File: src/hw/rtl/grcf_ram.sv
`timescale 1ns / 1ps
`default_nettype none
// ----------------------------------------------------------------------------
// grcf_ram
// Generic single write port, single read port RAM with registered read data.
// ----------------------------------------------------------------------------
module grcf_ram #(
  parameter int WIDTH = 16,
  parameter int DEPTH = 16,
  localparam int AW = (DEPTH > 1) ? $clog2(DEPTH) : 1
) (
  input  logic             clk,
  input  logic             we,
  input  logic [AW-1:0]    waddr,
  input  logic [WIDTH-1:0] wdata,
  input  logic [AW-1:0]    raddr,
  output logic [WIDTH-1:0] rdata
);

  logic [WIDTH-1:0] mem [DEPTH];

  always_ff @(posedge clk) begin
    if (we) begin
      mem[waddr] <= wdata;
    end
    rdata <= mem[raddr];
  end

endmodule
`default_nettype wire

File: config.mk
export PLATFORM = sky130hd
export DESIGN_NAME = grcf_ram
export DESIGN_NICKNAME = d
export VERILOG_FILES = /design/src/hw/rtl/grcf_ram.sv
export SDC_FILE = /design/constraint.sdc
export NUM_CORES = 1
export LEC_CHECK = 0
export ABC_AREA = 1
export CORE_MARGIN = 3
export CORE_UTILIZATION = 68
export DETAILED_ROUTE_END_ITERATION = 10
export DONT_BUFFER_PORTS = 1
export HOLD_SLACK_MARGIN = 0.1
export PLACE_DENSITY = 0.84
export SYNTH_ARGS = -nofsm -noshare
export SYNTH_HDL_FRONTEND = slang
export SYNTH_SLANG_ARGS = --single-unit
File: constraint.sdc
create_clock -name clk -period 3.9 [get_ports clk]
set_clock_uncertainty 0.2 [all_clocks]
set_input_delay 0 -clock clk [delete_from_list [all_inputs] [get_ports clk]]
set_output_delay 0 -clock clk [all_outputs]
set_load 0.1 [all_outputs]
# Word-level counts from Yosys, hierarchy flattened
# Memory sizes are Yosys's and may differ from the RTL's. A register that Yosys moved wholly into a read port is not among the register bits.
# Cells that the tools add are included.
[totals] register_bits=0 ram_bits=256 inputBits=26 output_inout_bits=16 word_cells=3 mem_count=1
[mem_list] memory="mem" words=16 word_bits=16 rd=1 rd_ports_with_merged_regs=1 write_ports=1 line_no="20" rtl="logic [WIDTH-1:0] mem [DEPTH];"
[classes] muxes=2
[op_table] cell="$mux 1" n=2

# Depth between registers and ports, before layout
# Gate-level depths: netlist of run 1.
[logic_depth] ltp_word=2 ltp_mapped=9 ltp_nobuf=7

# Worst setup path after synthesis of run 1
# No wires, ideal clock.
[synth_path] path_type="input to register" from="input waddr[2]" to="memory mem[10][0] (enable)" setup_time_ps=388 arrival_ps=911 required_ps=3312 slack_ps=2400 cell_stages=2 path_buffers=0 path_cell_list="nand3b_1 > nor2_1"
[synth_lines] element="start, declared" line_no="14" rtl="input logic [AW-1:0] waddr,"
[synth_lines] element="end, declared" line_no="20"
# No word-level cell before the write port.

==> results of run 1 <==
## power groups by stage
stage                     Clock (mW)  Sequential (mW)  Combinational (mW)
after floorplan                    0             3.48               0.221
after global placement             0             3.50               0.229
after detailed placement           0             3.50               0.238
after CTS                       2.35             3.44               0.369
after global routing            2.46             3.44               0.426
final                           2.35             3.44               0.393
## metal layers
metal | GRT usage [%] | part of all wire, % | vias up
met3 | 6.09 | 10 | 115
li1 | - | - | 3553
met2 | 51.2 | 49 | 474
met5 | 0 | 0 | -
met1 | 39.6 | 35 | 3700
met4 | 14.3 | 4.9 | 0
## placed cells by master, fill, tap and decap left out, drive strengths merged, types with 8 or more instances in the layout
| master | instances |
|---|---|
| buf | 15 |
| clkbuf | 41 |
| edfxtp | 256 |
| nand3 | 193 |
| clkinv | 8 |
| dlygate4sd3 | 53 |
| dfxtp | 16 |
| nor2 | 17 |
| inv | 198 |
| nand2 | 341 |
## sequential cells by signal, indices dropped and copies added (netlist names)
name   count
rdata     16
mem      256
## repair_timing
item                                   in CTS  in global routing
gates resized for setup                     0                  1
setup endpoints to repair                   0                  1
endpoints found under the hold margin     528                  8
hold buffers                               51                  6
## how the worst max path moves through the flow
stage                   from    endpoint  slack, ns  cells past startpoint
floorplan           waddr[2]  mem[10][0]       2.40                      2
global placement    raddr[0]   rdata[12]       1.95                      8
detailed placement  raddr[0]    rdata[5]       1.89                      7
CTS                 raddr[1]    rdata[4]       0.20                     11
global route        raddr[0]   rdata[14]      -0.07                     12
finish              raddr[0]   rdata[14]      0.002                     12
## critical path, cell delays in order
cell and delay (ns):
sky130_fd_sc_hd__inv_4 0.19, sky130_fd_sc_hd__dlygate4sd3_1 0.96, sky130_fd_sc_hd__buf_12 0.29, sky130_fd_sc_hd__nand2_1 0.07, sky130_fd_sc_hd__dlygate4sd3_1 0.56, sky130_fd_sc_hd__nand3_1 0.08
sky130_fd_sc_hd__nand3_1 0.07, sky130_fd_sc_hd__dlygate4sd3_1 0.57, sky130_fd_sc_hd__nand3_1 0.06, sky130_fd_sc_hd__dlygate4sd3_1 0.57, sky130_fd_sc_hd__nand2_1 0.06, sky130_fd_sc_hd__dlygate4sd3_1 0.59
## per-stage QoR
step                hold slack, ns  utilization [%]
floorplan                   -0.101                -
global placement            -0.100             71.2
detailed placement          -0.100             71.2
CTS                          0.128             79.5
global route                 0.121             80.0
finish                      0.0789             80.0
## final cells by class
class	instances	area (sq um)	area share [%]
diodes	1	2.50	0.0194
clock buffers	41	748	5.80
clock inverters	8	42.5	0.330
inverters	198	746	5.79
multi-input cells	553	2360	18.3
flip-flops and latches	272	8010	62.1
well taps	216	270	2.10
repair buffers	68	708	5.49
## cells by family (layout without fill, tap and decap cells)
logic type,count (synthesis),after routing,synth area share (%)
simple gates,553,553,20.4
flops,272,272,70.4
buf+inv,249,315,9.21
other cells,0,1,0
==> run summary, run 1 <==
Cells with a size suffix above 1 make up 5.79% of the layout. Counting flops with an async set or reset pin after synthesis yields a share of 0%. In this run the tool buffered the top-level ports with 0 buffer cells. At the worst endpoint, the arrival time is 4.10 ns. In this run the tightest slew margin relative to its limit is 9.42%.

Based on the critical path, the design can be clocked at up to 257 MHz. The number of hold violations in the final report was 0; the total wire length after detailed routing was 28200 um. Counting the fill cells in the layout gives 859. The critical path endpoint category is a register.

The relative contribution of combinational cells to total power was 6.4%; the die outline height was 135 um. In the global route stage, overall resource usage came out at 30.8%. The reg-to-reg startpoint was mem[8][14]. The run finished with clean final reports.

The final max-slew violation count was 0. Number of flip-flops and latches in the synthesized netlist: 272. The total chip power was 6.18 mW; the cell area after technology mapping was 11400 sq um. Global routing finished with a remaining overflow of 0. The first global-routing pass estimated 42000 um of wire.

The net switching power of the design came out at 1.46 mW. Clock-pin slew was measured on the worst setup and hold paths at 0.06 ns. The design internal power came out at 4.72 mW. The run gives 13 as the number of different library cells in the post-synthesis netlist.

STA classifies the critical path startpoint as an input port. The number of cells produced by synthesis is 1074. Along the worst path, the maximum fanout reaches 36. The final weighted congestion in routability-driven placement was 0.793; the number of synthesis warnings was 0.

The analysis attributes to cell leakage a power of 5.44 nW. The transition time at the pin with the least slew margin works out to 1.36 ns. The tools report the count of placed standard cells in the final layout, fillers left out as 1357. The worst-case IR drop observed on VDD is 408 uV. Area share of the leading cell type in the synthesized netlist: 67.5%. The layout overhead on the synthesized area was 13.3%; the final HPWL from detailed placement was 13500 um. The initial antenna violation count is 0. The share of total power dissipated in sequential elements is 55.7%. X dimension of the die: 135 um.

TritonCTS built the clock tree. For the setup slack on the worst flop-to-flop path, the log shows 0.54 ns. The critical path in this run is classified as in2reg.

The tree built by TritonCTS fans out to 272 sinks. After synthesis, the cell types taking the most area are sky130_fd_sc_hd__edfxtp_1 68%, sky130_fd_sc_hd__nand2_1 11%, sky130_fd_sc_hd__nand3_1 8.5%. 42 I/O pins were placed.

The number of nets still failing antenna checks after routing was 0; the number of placed instances with taps included was 1250. In the routed design, unresolved DRC markers number 0. The floorplan step defined a die boundary enclosing 18300 sq um.

Power spread over the standard cell area amounts to 479 nW/um^2. Averaged over all synthesized cells, the footprint is 10.6 sq um. The buffer cell driving the clock tree root is sky130_fd_sc_hd__clkbuf_16.

The worst path in the final design needs a cycle of 3.90 ns, including I/O delays and setup. Counting cells, the worst reg-to-reg path comes to 10. Of all cell types, the one taking the most synthesized area is sky130_fd_sc_hd__edfxtp_1.

Dividing the detail-routed via count by the number of cells gives 5.78. Counting instances, the worst hold path has a depth of 7. The core region is 16100 sq um. Counting flops with a built-in enable in the synthesized netlist gives 256. For the worst setup path, the data required time is 4.10 ns. The worst hold path belongs to the class in2reg. In this run the critical register-to-register path is captured at rdata[14]. The clock passes through at most 3 buffers. The number of iterations in the first detailed-routing pass is 5.

The tools report the end of the worst hold path as rdata[1]. In this run, CTS created clock tree buffers numbering 27. The number of maximum-capacitance violations was 0; the standard-cell row count was 46.

After routing the design area is 12900 sq um. Once placement finished, the instance area stood at 11500 sq um. Origin of the worst min-delay path: raddr[0].

Ranked by instance count, the synthesized netlist is headed by 341 x sky130_fd_sc_hd__nand2_1, 256 x sky130_fd_sc_hd__edfxtp_1, 196 x sky130_fd_sc_hd__inv_1. Of the total power, the share spent switching nets is 23.6%. The most used flip-flop cell after synthesis is sky130_fd_sc_hd__edfxtp_1. Setup slack on the critical path of the routed design comes to 0.00160 ns.

Post-CTS timing repair inserted 0 buffers for setup. The clock network power share is 38.0%, and the via count of the first global-routing pass is 7713. The latest clock arrival within the worst-skew pair was 0.53 ns; the pin count of the biggest net entering global routing was 105. Setup violations remaining at the end of the flow were counted as 0. In the post-synthesis netlist, the cell with the most instances is sky130_fd_sc_hd__nand2_1. The final net count was 1146. The number of levels in the clock H-tree is 1. The initial utilization of the core area, before any placement, comes to 70.6%. Before CTS, the worst setup slack after placement is 1.89 ns. Summing over every cut layer, the via total after detailed routing is 7842. In the finished design, the share of the clock period the worst path needs comes to 100%. After detailed routing, the average wire length per cell comes to 20.8 um. Of the synthesized area, sequential elements account for 70.4%.

The detailed router finished its first iteration with 1176 violations. When the netlist entered floorplanning its net count stood at 1100. In the final timing run, aggregate negative setup slack is 0 ns.
Power figures use the tool's default switching activity.
==> run 2: changes to the inputs <==
- CELL_PAD_IN_SITES_DETAIL_PLACEMENT: not set -> 1
- CELL_PAD_IN_SITES_GLOBAL_PLACEMENT: not set -> 2
- CORE_UTILIZATION: 68 -> 45
- PLACE_DENSITY: 0.84 -> not set
- PLACE_DENSITY_LB_ADDON: not set -> 0.1
==> run summary, run 2 (synthesis gave the netlist of run 1 again) <==
The run gives 0 as the number of maximum-capacitance violations. The core box area was 24600 sq um. The most frequent cell on the critical path is sky130_fd_sc_hd__dlygate4sd3_1.

Walking the worst path, the cells encountered are dlygate4sd3_1, buf_16, inv_4, buf_4, nand3_1, nand3_1, dlygate4sd3_1, nand3_1, dlygate4sd3_1, nand2_1, dlygate4sd3_1. The floorplan step set the die height to 165 um. The setup slack on the worst flop-to-flop path came out at 0.53 ns.

Leaving out fill and tap cells, the most frequent cells in the layout are 341 x sky130_fd_sc_hd__nand2_1, 256 x sky130_fd_sc_hd__edfxtp_1, 196 x sky130_fd_sc_hd__inv_1. The detail-routed via count per cell works out to 5.12. The run finished with clean final reports. The final HPWL from detailed placement was 15300 um; the total of buffers placed on input and output ports was 0. The routed wire length per instance was 20.6 um; the leakage power was 5.53 nW.

The clock passes through at most 3 buffers. In the final layout, the registers with the most flip-flops are mem (256), rdata (16). The largest individual stage delay along the critical path comes from the cell sky130_fd_sc_hd__dlygate4sd3_1. Based on the critical path, the design can be clocked at up to 270 MHz. The final layout contains 1144 nets. The total routing resource utilization after global routing came out at 22.8%. The worst hold path passes through 7 cells.

The number of logic stages on the critical path including buffering was 11. The first global-routing pass estimated 46300 um of wire. The run gives 30 as the number of buffers created by CTS. The logs give 1465 for the count of placed standard cells in the final layout, fillers left out and 0 ns for the accumulated negative setup slack.

The die covers 27200 sq um. The cell sitting at the root of the clock tree is a sky130_fd_sc_hd__clkbuf_16. Setup violations remaining at the end of the flow were counted as 0. For the latest clock arrival within the worst-skew pair, the log shows 0.55 ns.

Number of levels in the clock H-tree: 1. The worst-case headroom to the max-slew limit came out at 17.1%. The repair_antennas step left the layout with diodes totalling 0.

TritonCTS built the clock tree. Number of placed instances with taps included: 1359. The pin count of the biggest net entering global routing is 81. After layout, the design draws a total of 6.58 mW. Fill cells in the final layout number 2619. The fraction of final layout cells with drive strength greater than 1 works out to 6.75%. The final design instance area without fill was 13200 sq um; the count of buffering cells on the critical path with inverters included was 7. Share of the clock period used by the worst path after layout: 94.9%.

At the pin with the least slew margin, the transition time is 1.24 ns. In this design, the stage delay of the slowest critical-path cell is 0.65 ns. The tools report the design internal power as 5.05 mW. The initial antenna violation count was 2; the x dimension of the die was 165 um. The worst setup path category is in2reg. Net switching is 23.3% of the power. The final period demand of the worst path works out to 3.70 ns. The via count of the first global-routing pass is 7813, and the number of nets still failing antenna checks after routing is 0. In this design, the largest share of critical-path delay is due to buffers and inverters. The logs give 0 for the number of hold violations in the final report and 272 for the CTS sink count.

Required time at the endpoint of the critical path: 4.19 ns. The clock network power share came out at 41.9%. The tools report the worst setup slack after layout as 0.200 ns. The min-delay analysis places its worst path in the category in2reg.

The flip-flop count of the largest register after layout is 256, and the CTS clock-pin slew for the worst setup and hold paths is 0.06 ns. After global routing the overflow that remains totals 0. STA classifies the critical path endpoint as a register. Part of the power in registers: 52.2%.

For this configuration, the core starts out at a cell density of 46.3%. The total wire length after detailed routing came out at 30200 um. Once placement finished, the instance area stood at 11600 sq um.

Pin placement for this block handled 42 I/O pins. The final weighted congestion in routability-driven placement was 0.724; the worst-case reg-to-reg path depth was 10. Setup repair after global routing left no endpoint under its margin. The areal power density over the cells was 500 nW/um^2. After detailed routing, the number of remaining DRC violations is 0.

The library cell used most frequently in the layout, excluding fill and tap cells, is sky130_fd_sc_hd__nand2_1. mem holds more flip-flops than any other register. The floorplan has 57 rows.

For the worst setup path, the data arrival time is 3.99 ns. Combinational logic burns 5.9% of the power. Overall via count from detail_route: 7497.

The startpoint class of the critical path was an input port. The number of iterations in the first detailed-routing pass was 5; the layout overhead on the synthesized area was 15.7%. IR analysis of the VDD net gives a maximum drop of 380 uV. The final cell utilization of the core is 53.5%, and the iteration-0 DRC count of the detailed router is 486. Worst setup timing slack at the placement stage: 2.00 ns.

For this design the total switching power over the nets is 1.54 mW. In this run the worst path has a maximum fanout of 59. The final max-slew violation count is 0, and the worst-case hold slack is 0.118 ns.
==> run 2: cell count changes in the layout (fill, tap and decap cells not counted), moves of 2 or more <==
cell	change
sky130_fd_sc_hd__clkinv_4	-2
sky130_fd_sc_hd__clkbuf_16	+4
sky130_fd_sc_hd__clkbuf_8	+5
sky130_fd_sc_hd__clkinv_2	+2
sky130_fd_sc_hd__dlygate4sd3_1	-6
sky130_fd_sc_hd__clkinv_1	-4
==> run 2: path summary, 6_finish.rpt <==
check             start         to
min            raddr[0]   rdata[9]
max            raddr[1]   rdata[6]
min reg2reg  mem[6][14]  rdata[14]
max reg2reg  mem[11][8]   rdata[8]
==> run 2: final cells by class <==
class	count	area (sq um)	share of cell area, %
multi-input cells	553	2360	18.0
repair buffers	63	676	5.13
clock buffers	50	917	6.96
clock inverters	5	50.0	0.380
inverters	198	748	5.68
flip-flops and latches	272	8010	60.8
well taps	324	405	3.08
==> run 2: timing repair <==
item	4_1_cts	5_1_grt
endpoints found under the hold margin	528	0
buffers inserted	0	0
gates resized for setup	0	2
endpoints found under the setup margin	0	5
hold buffers	51	0
==> run 2: worst min-delay path: stages <==
cell                      delay [ns]
sky130_fd_sc_hd__buf_16         0.16
sky130_fd_sc_hd__buf_16         0.23
sky130_fd_sc_hd__nand2_1        0.12
sky130_fd_sc_hd__nand3_1        0.07
sky130_fd_sc_hd__nand3_1        0.08
sky130_fd_sc_hd__nand3_1        0.06
sky130_fd_sc_hd__nand2_1        0.06
==> run 2: layer usage <==
| layer | up-vias | routed length (um) | global-route usage, % |
|---|---|---|---|
| li1 | 3544 | - | - |
| met1 | 3754 | 13300 | 30.2 |
| met2 | 138 | 14900 | 39.1 |
| met3 | 57 | 1340 | 4.14 |
| met4 | 4 | 737 | 5.83 |
| met5 | - | 22 | 0 |
==> run 2: power groups by stage <==
| stage | clock network [mW] | logic (mW) | registers, mW |
|---|---|---|---|
| after floorplan | 0 | 0.221 | 3.48 |
| after global placement | 0 | 0.248 | 3.50 |
| after detailed placement | 0 | 0.252 | 3.50 |
| after CTS | 2.81 | 0.396 | 3.44 |
| after global routing | 2.93 | 0.440 | 3.44 |
| final | 2.76 | 0.391 | 3.44 |
