==> src/hw/rtl/grcf_pkg.sv <==
`timescale 1ns / 1ps
`default_nettype none
// ----------------------------------------------------------------------------
// grcf_pkg
// Shared types and constants of the gated recurrent cell forward core.
// ----------------------------------------------------------------------------
package grcf_pkg;

  // Item kinds carried in the input tuser field.
  localparam logic [2:0] ACTION_W_IN   = 3'd0;
  localparam logic [2:0] ACTION_W_REC  = 3'd1;
  localparam logic [2:0] ACTION_W_GATE = 3'd2;
  localparam logic [2:0] ACTION_BIAS   = 3'd3;
  localparam logic [2:0] ACTION_HIDDEN = 3'd4;
  localparam logic [2:0] ACTION_STEP   = 3'd5;

  // 1.0 in Q4.12 and in Q1.31.
  localparam logic signed [15:0] ONE_Q12 = 16'sd4096;
  localparam logic [31:0]        ONE_Q31 = 32'h8000_0000;

  // Exponential series length and divider length.
  localparam logic [4:0] SERIES_TERMS = 5'd24;
  localparam logic [5:0] DIV_LAST     = 6'd47;

  typedef enum logic {
    ACT_TANH    = 1'b0,
    ACT_SIGMOID = 1'b1
  } act_fn_t;

  typedef struct packed {
    logic             start;
    act_fn_t          fn;
    logic [15:0]      arg;
  } act_req_t;

  typedef struct packed {
    logic             done;
    logic [15:0]      result;
  } act_rsp_t;

endpackage
`default_nettype wire

==> src/hw/rtl/grcf_act.sv <==
`timescale 1ns / 1ps
`default_nettype none
// ----------------------------------------------------------------------------
// grcf_act
// Iterative tanh / sigmoid unit: exp(-t) by a truncated power series on one
// shared 32x32 multiplier and a bit-serial divider, then one long division.
// ----------------------------------------------------------------------------
module grcf_act
  import grcf_pkg::*;
(
  input  logic     clk,
  input  logic     rst_n,
  input  act_req_t req,
  output act_rsp_t rsp
);

  typedef enum logic [7:0] {
    A_IDLE = 8'b0000_0001,
    A_MUL  = 8'b0000_0010,
    A_DIV  = 8'b0000_0100,
    A_TERM = 8'b0000_1000,
    A_SUM  = 8'b0001_0000,
    A_POW  = 8'b0010_0000,
    A_FIN  = 8'b0100_0000,
    A_DONE = 8'b1000_0000
  } act_state_t;

  act_state_t state_r, state_nxt;

  act_fn_t            fn_r, fn_nxt;
  logic               neg_r, neg_nxt;
  logic [4:0]         q_r, q_nxt;
  logic [11:0]        frac_r, frac_nxt;
  logic               pass_r, pass_nxt;
  logic               fin_r, fin_nxt;
  logic [31:0]        t_r, t_nxt;
  logic [31:0]        term_r, term_nxt;
  logic signed [34:0] sum_r, sum_nxt;
  logic [4:0]         n_r, n_nxt;
  logic [31:0]        e1_r, e1_nxt;
  logic [31:0]        res_r, res_nxt;
  logic [47:0]        dvd_r, dvd_nxt;
  logic [33:0]        dvs_r, dvs_nxt;
  logic [33:0]        rem_r, rem_nxt;
  logic [47:0]        quo_r, quo_nxt;
  logic [5:0]         cnt_r, cnt_nxt;

  logic [31:0] mul_a, mul_b;
  logic [63:0] mul_p;
  logic [34:0] rem_sh;
  logic [16:0] arg_ext, mag, kval;
  logic [31:0] e_clamp;
  logic [32:0] den;
  logic [31:0] num;
  logic [15:0] rq;

  assign mul_a = (state_r == A_POW) ? res_r : term_r;
  assign mul_b = (state_r == A_POW) ? e1_r  : t_r;
  assign mul_p = 64'(mul_a) * 64'(mul_b);

  assign rem_sh = {rem_r, dvd_r[47]};

  assign arg_ext = {req.arg[15], req.arg};
  assign mag     = arg_ext[16] ? (~arg_ext + 17'd1) : arg_ext;
  assign kval    = (req.fn == ACT_TANH) ? {mag[15:0], 1'b0} : mag;

  // Clamp the series sum to [0, 1.0].
  always_comb begin
    if (sum_r[34]) begin
      e_clamp = '0;
    end else if (sum_r > 35'(ONE_Q31)) begin
      e_clamp = ONE_Q31;
    end else begin
      e_clamp = sum_r[31:0];
    end
  end

  assign den = 33'(ONE_Q31) + 33'(res_r);
  assign num = ONE_Q31 - res_r;
  assign rq  = {3'b000, quo_r[12:0]};

  always_comb begin
    state_nxt = state_r;
    fn_nxt    = fn_r;
    neg_nxt   = neg_r;
    q_nxt     = q_r;
    frac_nxt  = frac_r;
    pass_nxt  = pass_r;
    fin_nxt   = fin_r;
    t_nxt     = t_r;
    term_nxt  = term_r;
    sum_nxt   = sum_r;
    n_nxt     = n_r;
    e1_nxt    = e1_r;
    res_nxt   = res_r;
    dvd_nxt   = dvd_r;
    dvs_nxt   = dvs_r;
    rem_nxt   = rem_r;
    quo_nxt   = quo_r;
    cnt_nxt   = cnt_r;
    rsp.done   = 1'b0;
    rsp.result = '0;

    unique case (state_r)
      A_IDLE: begin
        if (req.start) begin
          fn_nxt    = req.fn;
          neg_nxt   = req.arg[15];
          q_nxt     = kval[16:12];
          frac_nxt  = kval[11:0];
          pass_nxt  = 1'b0;
          t_nxt     = ONE_Q31;
          term_nxt  = ONE_Q31;
          sum_nxt   = 35'(ONE_Q31);
          n_nxt     = 5'd1;
          state_nxt = A_MUL;
        end
      end
      A_MUL: begin
        dvd_nxt   = {16'd0, mul_p[62:31]};
        dvs_nxt   = 34'(n_r);
        rem_nxt   = '0;
        quo_nxt   = '0;
        cnt_nxt   = '0;
        fin_nxt   = 1'b0;
        state_nxt = A_DIV;
      end
      A_DIV: begin
        dvd_nxt = {dvd_r[46:0], 1'b0};
        if (rem_sh >= {1'b0, dvs_r}) begin
          rem_nxt = 34'(rem_sh - {1'b0, dvs_r});
          quo_nxt = {quo_r[46:0], 1'b1};
        end else begin
          rem_nxt = rem_sh[33:0];
          quo_nxt = {quo_r[46:0], 1'b0};
        end
        cnt_nxt = cnt_r + 6'd1;
        if (cnt_r == DIV_LAST) begin
          state_nxt = fin_r ? A_DONE : A_TERM;
        end
      end
      A_TERM: begin
        term_nxt = quo_r[31:0];
        if (n_r[0]) begin
          sum_nxt = sum_r - 35'(quo_r[31:0]);
        end else begin
          sum_nxt = sum_r + 35'(quo_r[31:0]);
        end
        if (n_r == SERIES_TERMS) begin
          state_nxt = A_SUM;
        end else begin
          n_nxt     = n_r + 5'd1;
          state_nxt = A_MUL;
        end
      end
      A_SUM: begin
        if (!pass_r) begin
          // First pass gives exp(-1); the second gives exp of minus the fraction.
          e1_nxt    = e_clamp;
          pass_nxt  = 1'b1;
          t_nxt     = {1'b0, frac_r, 19'd0};
          term_nxt  = ONE_Q31;
          sum_nxt   = 35'(ONE_Q31);
          n_nxt     = 5'd1;
          state_nxt = A_MUL;
        end else begin
          res_nxt   = e_clamp;
          state_nxt = A_POW;
        end
      end
      A_POW: begin
        if (q_r == 5'd0) begin
          state_nxt = A_FIN;
        end else begin
          res_nxt = mul_p[62:31];
          q_nxt   = q_r - 5'd1;
        end
      end
      A_FIN: begin
        if (fn_r == ACT_TANH) begin
          dvd_nxt = 48'({num, 13'd0}) + 48'(den);
        end else begin
          dvd_nxt = 48'({ONE_Q31, 13'd0}) + 48'(den);
        end
        dvs_nxt   = {den, 1'b0};
        rem_nxt   = '0;
        quo_nxt   = '0;
        cnt_nxt   = '0;
        fin_nxt   = 1'b1;
        state_nxt = A_DIV;
      end
      A_DONE: begin
        rsp.done = 1'b1;
        if (fn_r == ACT_TANH) begin
          rsp.result = neg_r ? (16'd0 - rq) : rq;
        end else begin
          rsp.result = neg_r ? (ONE_Q12 - rq) : rq;
        end
        state_nxt = A_IDLE;
      end
      default: begin
        state_nxt = A_IDLE;
      end
    endcase
  end

  always_ff @(posedge clk) begin
    if (!rst_n) begin
      state_r <= A_IDLE;
    end else begin
      state_r <= state_nxt;
    end
    fn_r   <= fn_nxt;
    neg_r  <= neg_nxt;
    q_r    <= q_nxt;
    frac_r <= frac_nxt;
    pass_r <= pass_nxt;
    fin_r  <= fin_nxt;
    t_r    <= t_nxt;
    term_r <= term_nxt;
    sum_r  <= sum_nxt;
    n_r    <= n_nxt;
    e1_r   <= e1_nxt;
    res_r  <= res_nxt;
    dvd_r  <= dvd_nxt;
    dvs_r  <= dvs_nxt;
    rem_r  <= rem_nxt;
    quo_r  <= quo_nxt;
    cnt_r  <= cnt_nxt;
  end

endmodule
`default_nettype wire

==> config.mk <==
export PLATFORM = sky130hd
export DESIGN_NAME = grcf_act
export DESIGN_NICKNAME = d
export VERILOG_FILES = /design/src/hw/rtl/grcf_pkg.sv /design/src/hw/rtl/grcf_act.sv
export SDC_FILE = /design/constraint.sdc
export NUM_CORES = 2
export LEC_CHECK = 0
export ABC_AREA = 1
export BUFFER_PORTS_ARGS = -buffer_cell sky130_fd_sc_hd__buf_4
export CAP_MARGIN = 30
export CORE_ASPECT_RATIO = 1.4
export CORE_MARGIN = 8
export CORE_UTILIZATION = 70
export CTS_BUF_LIST = sky130_fd_sc_hd__clkbuf_8 sky130_fd_sc_hd__clkbuf_16
export DETAILED_ROUTE_END_ITERATION = 8
export HOLD_SLACK_MARGIN = 0.12
export PLACE_DENSITY_LB_ADDON = 0.08
export SYNTH_ARGS = -nofsm -noshare
export SYNTH_HDL_FRONTEND = slang
export SYNTH_SLANG_ARGS = --single-unit
==> constraint.sdc <==
create_clock -name clk -period 14.2 [get_ports clk]
set_input_delay 2.84 -clock clk [delete_from_list [all_inputs] [get_ports clk]]
set_output_delay 2.84 -clock clk [all_outputs]
set_load 0.005 [all_outputs]
# [Word level (Yosys, flattened, before mapping)]
# Cells that the tools add are included.
[op_classes] add_sub_neg=13 mul=1 magnitude_cmp=2 n_eq_ne=17 muxes=47 n_bitwise=2 n_reduce_logical=18
[ops] operator="$mux W32" n=9
[ops] operator="$pmux W32 S2" n=3
[ops] operator="$pmux W48 S3" n=1
[ops] operator="$pmux W34 S2" n=2
[ops] operator="$mux W35" n=3
[ops] operator="$pmux W35 S3" n=1
[ops] operator="$pmux W32 S3" n=1
[ops] operator="$mul A32 B32 Y63" n=1
[ops] operator="$mux W17" n=3
[ops] operator="$mux W16" n=3
[ops] operator="$pmux W8 S6" n=1
[ops] operator="$add A45 B33 Y46" n=1
[ops] operator="$add A45 B33 Y46 const A" n=1
[ops] operator="$mux W46" n=1
[ops] operator="$add A35 B32 Y35" n=1
[ops] operator="$ge A35 B34 Y1" n=1
[ops] operator="$gt A35 B32 Y1 const B" n=1
[ops] operator="$sub A35 B32 Y35" n=1
[ops] operator="$mux W34" n=1
[ops] operator="$sub A34 B34 Y34" n=1
[ops] operator="$add A32 B32 Y33 const A" n=1
[ops] operator="$mux W8" n=4
[ops] operator="$sub A32 B32 Y32 const A" n=1
[ops] operator="$mux W5" n=6
[ops] operator="33 further kinds" n=51
[word_totals] register_bits=351 input_bits=20 output_inout_bits=17 wordCells=119

# [Longest topological paths before layout]
[logic_depth] ltp_word=6 depth_mapped=43 ltp_nobuf=40

# [Least setup slack after synthesis]
# OpenSTA, ideal clock, no wires.
[synth_timing] path_type="reg-to-reg" start="register state_r[2]" end="register dvd_r[26], data pin" setup_ps=256 t_arrival_ps=7422 t_required_ps=13944 setup_slack_ps=6522 stages_incl_launch_ff=39 path_buffers=4 synth_period_minus_slack_ps=7678 path_cell_list="dfxtp_1 > nor2_2 > nand2_2 > nor2_8 > inv_2 > buf_6 > buf_6 > buf_2 > nor2_1 > inv_1 > buf_2 > nor2_1 > fa_1 > fa_1 > fa_1 > inv_1 > fa_1 > inv_1 > [3 not listed] > inv_1 > fa_1 > inv_1 > fa_1 > inv_1 > ha_1 > nand2_1 > nor2_1 > nand2_1 > or2_2 > nand2_1 > a21oi_1 > nand2_1 > nand2_1 > nand2_1 > nand2_1 > nand3_1 > nand2_1"
[synth_via] elab_chain_cells=4 word_cells_on_any_way=8 cone_classes="1 x mul; 4 x eq/ne; 3 x mux"
[synth_lines] element="from (decl)" line="grcf_act.sv:28" source="act_state_t state_r, state_nxt;"
[synth_lines] element="from (signal assigned)" line="grcf_act.sv:211" source="state_r <= state_nxt;"
[synth_lines] element="$eq A8 B6 Y1" line="grcf_act.sv:57, grcf_act.sv:58"
[synth_lines] element="$mux W32 (on tied branches)" line="grcf_act.sv:57, grcf_act.sv:58"
[synth_lines] element="$mul A32 B32 Y63" line="grcf_act.sv:59" source="assign mul_p = 64'(mul_a) * 64'(mul_b);"
[synth_lines] element="$pmux W48 S3 (*)" line="grcf_act.sv:104" source="unique case (state_r)"
[synth_lines] element="named net dvd_nxt[26]" line="grcf_act.sv:42" source="logic [47:0] dvd_r, dvd_nxt;"
[synth_lines] element="to (signal assigned)" line="grcf_act.sv:225" source="dvd_r <= dvd_nxt;"
[synth_lines] element="to (decl)" line="grcf_act.sv:42"
# Mark *: on every way through the listed nets, which the timed path passes. The rest lies on a longest branch.
# A chain may end at the register's enable or synchronous reset.

# [Worst setup path after layout]
[layout_timing] start="register state_r[2]" end="register res_r[22], data pin"
[layout_via] elab_chain_cells=5 word_cells_on_any_way=7 cone_classes="1 x mul; 2 x eq/ne; 4 x mux"
[layout_lines] element="$eq A8 B6 Y1" line="grcf_act.sv:57, grcf_act.sv:58, grcf_act.sv:104"
[layout_lines] element="$mux W32 (on tied branches)" line="grcf_act.sv:57, grcf_act.sv:58"
[layout_lines] element="$mul A32 B32 Y63" line="grcf_act.sv:59"
[layout_lines] element="$mux W32" line="grcf_act.sv:172" source="if (q_r == 5'd0) begin"
[layout_lines] element="$pmux W32 S2 (*)" line="grcf_act.sv:104"
[layout_lines] element="named net res_nxt[22]" line="grcf_act.sv:41" source="logic [31:0] res_r, res_nxt;"
[layout_lines] element="to (signal assigned)" line="grcf_act.sv:224" source="res_r <= res_nxt;"
[layout_lines] element="to (decl)" line="grcf_act.sv:41"
# Mark *: on every way through the listed nets, which the timed path passes. The rest lies on a longest branch. The select of a mux whose other input is x is not followed.

==> flow_metrics.tcl <==
set metrics [dict create \
    status "complete, no violations" \
    clock_path_buffers 3 \
    postSynth.asyncResetShare 0 \
    synthCells 6538 \
    core_area_sq_mm 0.07627 \
    ys_top_cells_by_count "1377 x inv_1, 1072 x nand2_1, 1063 x nor2_1, 897 x fa_1, 350 x ha_1" \
    startpoint "state_r[2]" \
    syn_to_final_growth_pct 5.066 \
    timing.final.ws_setup_ns 3.282 \
    reg2reg_depth 32 \
    nFillCells 5785 \
    timing.hold.ws_ns 0.4879 \
    drc 0 \
    synth_warnings 0 \
    wire_per_inst_um 25.21 \
    first_pass_iters 9 \
    cap_violations 0 \
    hp-class "register to register" \
    endpoint "res_r[22]" \
    critPathKind "register to register" \
    cts_inserted_buffers 38 \
    ant_nets 0 \
    synth_cell_types 62 \
    clk_latency_ns 0.57 \
    reg2reg_slack_ns 3.28 \
    hold_buffers 0 \
    setup_tns_ns 0 \
    global_route.usage.total 0.4418 \
    r2r-start "state_r[2]" \
    num-nets-final 7781 \
    synth_top_area_cell "fa_1" \
    root_buffer "clkbuf_16" \
    cts-resized-gates 0 \
    critPathMaxFanout 86 \
    finalCriticalPeriod_ns 10.92 \
    synth_most_common_cell "inv_1" \
    grt_antenna_before_repair 5 \
    overflow 0 \
    tightest_slew_ns 1.151 \
    die_height_um 344.1 \
    postCtsSetupBuffers 0 \
    ios 37 \
    via_per_inst 6.248 \
    worstSetupStartpointType "register" \
    setup_viol 0 \
    cp-end-kind "register" \
    syn_nets 7805 \
    worst_ep_required_time_ns 14.47 \
    clk_pin_slew_worst_paths_ns 0.07 \
    synth_area_sq_mm 0.05384 \
    grt_pass1_vias 49060 \
    drive_gt1_frac 0.04586 \
    ys.flop_type "edfxtp_1" \
    gp_congestion 1.108 \
    finalCritPeriodShare 0.7689 \
    first_iter_violations 5249 \
    hold_violations 0 \
    avgSynthCellArea_sq_um 8.235 \
    initial_core_util 0.7059 \
    portBuffers 36 \
    place_ws_ns 3.620 \
    rsz0062_at_grt "no" \
    cts.sinks 332 \
    timing.rr.end "res_r[22]" \
    fmax_ghz 0.09159 \
    vias 46980 \
    dieWidth_um 250.4 \
    place_hpwl_um 154200 \
    synth.ff_latch_count 332 \
    synth_edf_count 324 \
    dieArea_sq_mm 0.08617 \
    synth_seq_area_share 0.1837 \
    fin_skew_ns 0.02044 \
    cp_slowest_stage_delay_ns 0.88 \
    synth_area_leaders "fa_1 33%, edfxtp_1 18%, inv_1 9.6%" \
    netlist.area_leader.share 0.3335 \
    grt_max_degree 87 \
    num_rows 120 \
    report.final.slew_viol_count 0 \
    cts_tree "yes" \
    cp_slowest_cell "buf_4" \
    cp_data_arrival_time_ns 11.18 \
    slew_headroom 0.2325 \
    grt_pass1_wl_um 283500 \
    crit_path_frequent_cell "fa_1" \
    h-tree-depth 2 \
    routed_wl_um 189500 \
]
## placed cells by master (no fill, tap or decap), types with 27 or more instances in the layout
master     instances
edfxtp_1         324
inv_2             27
clkbuf_16         39
xor2_1            84
nand4_1           40
xnor2_1           34
o21a_1            34
o21ai_0          238
inv_1           1384
nor2_1          1059
ha_1             350
a21oi_1          306
nand3_1          157
fa_1             897
buf_4            102
nor3_1            41
nand2_1         1071
## kinds of logic after synthesis
group	count (synthesis)	share of synthesized area
adders and majority gates	1247	0.4149
buffers and inverters	1602	0.1143
and+or+nand+nor	2491	0.1892
muxes	1	0.0001859
DFF	332	0.1837
xor gates and xnor gates	119	0.01950
AOI/OAI and AO/OA	746	0.07832
## cell type report
class | instances | area [sq um] | area share
multi-input cells | 4604 | 37840 | 0.6690
well taps | 976 | 1221 | 0.02159
repair buffers | 110 | 945.9 | 0.01672
clock buffers | 40 | 989.7 | 0.01750
clock inverters | 28 | 302.8 | 0.005353
inverters | 1428 | 5370 | 0.09494
diodes | 1 | 2.502 | 0.00004424
flip-flops and latches | 332 | 9889 | 0.1748
## routing by layer
layer  global-route usage  wire [um]  vias up
met2               0.6994      85290     3335
met4               0.3903      21590        4
met1               0.4955      60070    22540
met3               0.1125      22500     1099
li1                     -          -    20000
met5             0.001712         89        -
## stage by stage
stage               std cells  area, sq um  utilization
CTS                      7515        56490       0.7406
global placement         7442        55090       0.7223
finish                   7519        56570       0.7416
floorplan                6538        53840            -
global route             7518        56560       0.7416
detailed placement       7447        55200       0.7237
## critical path: cells and delay by family (launching register included)
family	cells	cell delay, ns
fa+ha+maj	9	4.21
buf+inv	7	2.36
compound gates	7	1.99
simple gates	8	1.16
flops	1	0.42
xor+xnor	1	0.33
## worst min-delay path by stage
stage / start / end / slack, ns / cells past startpoint
CTS: fin_r / state_r[3] / 0.49 / 1
floorplan: fin_r / state_r[3] / 0.42 / 1
finish: fin_r / state_r[3] / 0.49 / 1
detailed placement: fin_r / state_r[3] / 0.46 / 1
global route: fin_r / state_r[3] / 0.50 / 1
global placement: fin_r / state_r[3] / 0.47 / 1
## sequential cells by signal (all words and copies together), names as in the netlist
name,count
t_r,13
e1_r,32
neg_r,1
state_r,8
n_r,5
res_r,32
dvs_r,34
fn_r,1
pass_r,1
cnt_r,6
quo_r,32
sum_r,35
frac_r,12
dvd_r,48
rem_r,34
fin_r,1
term_r,32
q_r,5
Power is not shown: default switching activity piles up to over one toggle a cycle in this logic, so the estimate is an artifact.
